===== src/hdl/mlbs_sat_add.sv =====
module mlbs_sat_add #(
    parameter int W = 48
) (
    input  logic signed [W-1:0] i_a,
    input  logic signed [W-1:0] i_b,
    output logic signed [W-1:0] o_sum
);

    logic signed [W:0] s_wide;

    assign s_wide = {i_a[W-1], i_a} + {i_b[W-1], i_b};

    always_comb begin
        if (s_wide[W] != s_wide[W-1]) begin
            o_sum = s_wide[W] ? {1'b1, {(W-1){1'b0}}} : {1'b0, {(W-1){1'b1}}};
        end else begin
            o_sum = s_wide[W-1:0];
        end
    end

endmodule


===== config.mk =====
export PLATFORM = sky130hd
export DESIGN_NAME = mlbs_sat_add
export DESIGN_NICKNAME = d
export VERILOG_FILES = /design/src/hdl/mlbs_sat_add.sv
export SDC_FILE = /design/constraint.sdc
export NUM_CORES = 1
export LEC_CHECK = 0
export ABC_AREA = 1
export BUFFER_PORTS_ARGS = -buffer_cell sky130_fd_sc_hd__buf_2
export CAP_MARGIN = 40
export CORE_ASPECT_RATIO = 2
export CORE_MARGIN = 2
export CORE_UTILIZATION = 35
export DETAILED_ROUTE_END_ITERATION = 6
export PLACE_DENSITY_LB_ADDON = 0.15
export SLEW_MARGIN = 20
export SYNTH_ARGS = -nofsm -noshare
export SYNTH_HDL_FRONTEND = slang
export SYNTH_SLANG_ARGS = --single-unit

===== constraint.sdc =====
create_clock -name vclk -period 3.7
set_input_delay 0.74 -clock vclk [all_inputs]
set_output_delay 0.74 -clock vclk [all_outputs]
set_load 0.02 [all_outputs]

==> flow_summary_export.csv <==
group,metric,value,unit
critical_path,cp-end-kind,"output port",
global_routing,gr-usage-all-layers,26.3,%
drt,wl,19500,um
timing,drv_slew,0,
placed_design,dp_hpwl,17100,um
logic_synthesis,yosysWarnings,0,
final_layout,num-nets-final,1268,
logic_synthesis,yosysUniqueCellTypes,31,
timing,hold_viol,0,
logic_synthesis,ys_top_cells_by_count,"302 x nand2_1, 138 x inv_1, 76 x nor2_1, 55 x a21oi_1, 48 x ha_1",
logic_synthesis,synth_top_family_by_area,"simple AND/OR/NAND/NOR gates",
power,p_leak,0.00375,uW
drt,vias,6184,
power,p_per_area,251,nW/um2
global_routing,grt_max_degree,28,
logic_synthesis,muxShareOfSynthArea,0,%
die,rows,58,
min_path,holdPathEnd,"o_sum[0]",
logic_synthesis,yosys.area_share.simple,50.4,%
final_layout,n_sequential_cell,0,
logic_synthesis,yosysMostFrequentCell,"nand2_1",
die,die_h,164,um
critical_path,critPathLaunchType,"primary input",
final_layout,nClkBuffers,0,
critical_path,critPathKind,"in -> out",
drt,ant_nets,0,
timing,holdWs,1.94,ns
final_layout,drive_above_1_share,38.0,%
final_layout,n_antenna_cell,0,
timing,rsz0062_at_grt,"yes",
global_routing,grt_pass1_vias,6046,
critical_path,crit_fanout,4,
cts,cts_hold_buffers,0,
timing,fmax,277,MHz
die,ios,144,
die,die_x,83.8,um
drt,drt_first_iter_violations,267,
global_routing,grt_pass1_wl,28600,um
die,initial_core_util,35.7,%
min_path,hp-start,"i_b[0]",
final_layout,fillers,1402,
logic_synthesis,synth_nets,1013,
logic_synthesis,synth_compound_area_share,13.8,%
timing,setup_viol,0,
drt,routedWlPerCell,15.4,um
drt,drc,0,
drt,vias_per_cell,4.87,
die,core_area,12500,um2
logic_synthesis,synthAdderAreaFrac,13.9,%
placed_design,dp_cells,1261,
global_routing,antenna_found_initial,0,
min_path,min_path_cells,5,
timing,period_needed,3.61,ns
timing,finalCritPeriodShare,97.7,%
final_layout,ff_latch_area,0,um2
logic_synthesis,yosysSeqAreaShare,0,%
logic_synthesis,synthXorXnorAreaFrac,6.29,%
timing,max_slew_margin,60.0,%
power,ir_drop,0.195,mV
min_path,hold_path.class,"in -> out",
timing,worst_pin_slew,0.594,ns
drt,dr.pass1.iters,5,
global_routing,gr-total-overflow,0,
placed_design,port_buffers,144,
final_layout,fin_cells,1271,
status,status,"finished, final reports clean",
die,die_area,13700,um2
logic_synthesis,synth.avg_cell_area,5.13,um2
logic_synthesis,synth_top_cell_by_area,"nand2_1",
placed_design,gp_congestion,0.971,
logic_synthesis,synth_top_area_share,25.4,%
final_layout,multi_input_area,4150,um2
logic_synthesis,syn_area,4460,um2
critical_path,arrival,2.87,ns
flow_run,maxCapViolations,0,
logic_synthesis,syn_inst,868,
logic_synthesis,synth_area_leaders,"nand2_1 25%, ha_1 13%, inv_1 12%, nor2_1 6.4%, nand2_2 6.3%",
critical_path,critPathRequiredTime,2.96,ns
final_layout,area_delta_synth_final,50.3,%
-- critical path, stage by stage --
cell and delay [ns]:
buf_2 0.10, ha_1 0.33, a21oi_1 0.22, o21ai_1 0.14, a21oi_1 0.20, nand2_1 0.11
nand2_1 0.13, nand4_1 0.14, nand2_4 0.17, inv_4 0.06, nand2_8 0.09, buf_4 0.15
nand2_1 0.06, nand2_2 0.07, buf_4 0.14
-- cell usage in the layout (no fill, tap or decap) --
| master | instances |
|---|---|
| or2_1 | 1 |
| xor2_1 | 23 |
| inv_2 | 15 |
| a21oi_1 | 43 |
| buf_2 | 114 |
| nor2_4 | 5 |
| nor3_4 | 1 |
| nor2_1 | 66 |
| ha_1 | 24 |
| nand4_1 | 19 |
| nand2_8 | 2 |
| buf_4 | 142 |
| a21oi_2 | 16 |
| xnor2_1 | 9 |
| inv_1 | 137 |
| nand2_4 | 3 |
| o21ai_1 | 13 |
| o21bai_1 | 12 |
| nor4_1 | 2 |
| nand2_2 | 72 |
| nor3_2 | 1 |
| nor3_1 | 11 |
| clkbuf_16 | 2 |
| clkinv_1 | 1 |
| ha_4 | 14 |
| nor2_2 | 18 |
| a31oi_1 | 2 |
| o21ai_0 | 25 |
| nand3b_1 | 3 |
| o21a_1 | 1 |
| o21ai_2 | 1 |
| nand3_1 | 29 |
| buf_12 | 4 |
| ha_2 | 10 |
| nand2_1 | 274 |
| fa_2 | 1 |
| nand3_2 | 3 |
| inv_4 | 2 |
-- how the worst max path moves through the flow --
stage	from	endpoint	slack [ns]	cells past startpoint
after floorplan	i_a[0]	o_sum[1]	0.24	16
after global placement	i_a[37]	o_sum[2]	-0.12	15
after detailed placement	i_a[37]	o_sum[2]	-0.10	15
after CTS	i_a[17]	o_sum[38]	0.0003	14
after global routing	i_a[34]	o_sum[30]	-0.02	18
final	i_a[31]	o_sum[27]	0.09	15
-- power by group --
| part | internal (uW) | total, uW | switching (uW) |
|---|---|---|---|
| Combinational | 702 | 1680 | 981 |
| Sequential | 0 | 0 | 0 |
| Clock | 0 | 0 | 0 |
| Total | 702 | 1680 | 981 |
-- kinds of logic after synthesis --
group / count (synthesis)
adder cells (fa/ha/maj): 49
AO/OA/AOI/OAI: 113
buffers and inverters: 164
XOR/XNOR: 32
AND/OR/NAND/NOR: 510
-- layer usage --
layer / wire length (um) / track usage, %
met5: 0 / 0
met4: 1610 / 16.0
met3: 539 / 0.707
met2: 10800 / 55.0
met1: 6580 / 24.1
-- area by class of cell --
| cell class | instances | area share [%] |
|---|---|---|
| inverter | 155 | 8.76 |
| tap | 150 | 2.80 |
| multi-input combinational | 704 | 62.0 |
| timing repair buffer | 262 | 26.4 |
-- repair_timing --
action	in CTS	in global routing
gates cloned	0	2
gates resized for setup	5	117
pin swaps	2	13
setup endpoints to repair	47	47
setup buffers	3	5
-- stage by stage --
stage	setup TNS [ns]	instance area, um2	utilization, %	power (uW)	setup WS [ns]
after floorplan	0	4460	-	923	0.240
after global placement	-2.78	6100	48.9	1480	-0.121
after detailed placement	-2.31	6100	48.9	1480	-0.100
after CTS	0	6160	49.3	1500	0.000334
after global routing	-0.286	6700	53.6	1820	-0.0208
final	0	6700	53.6	1680	0.0854
Note: power is estimated with default switching activity, not from simulation.
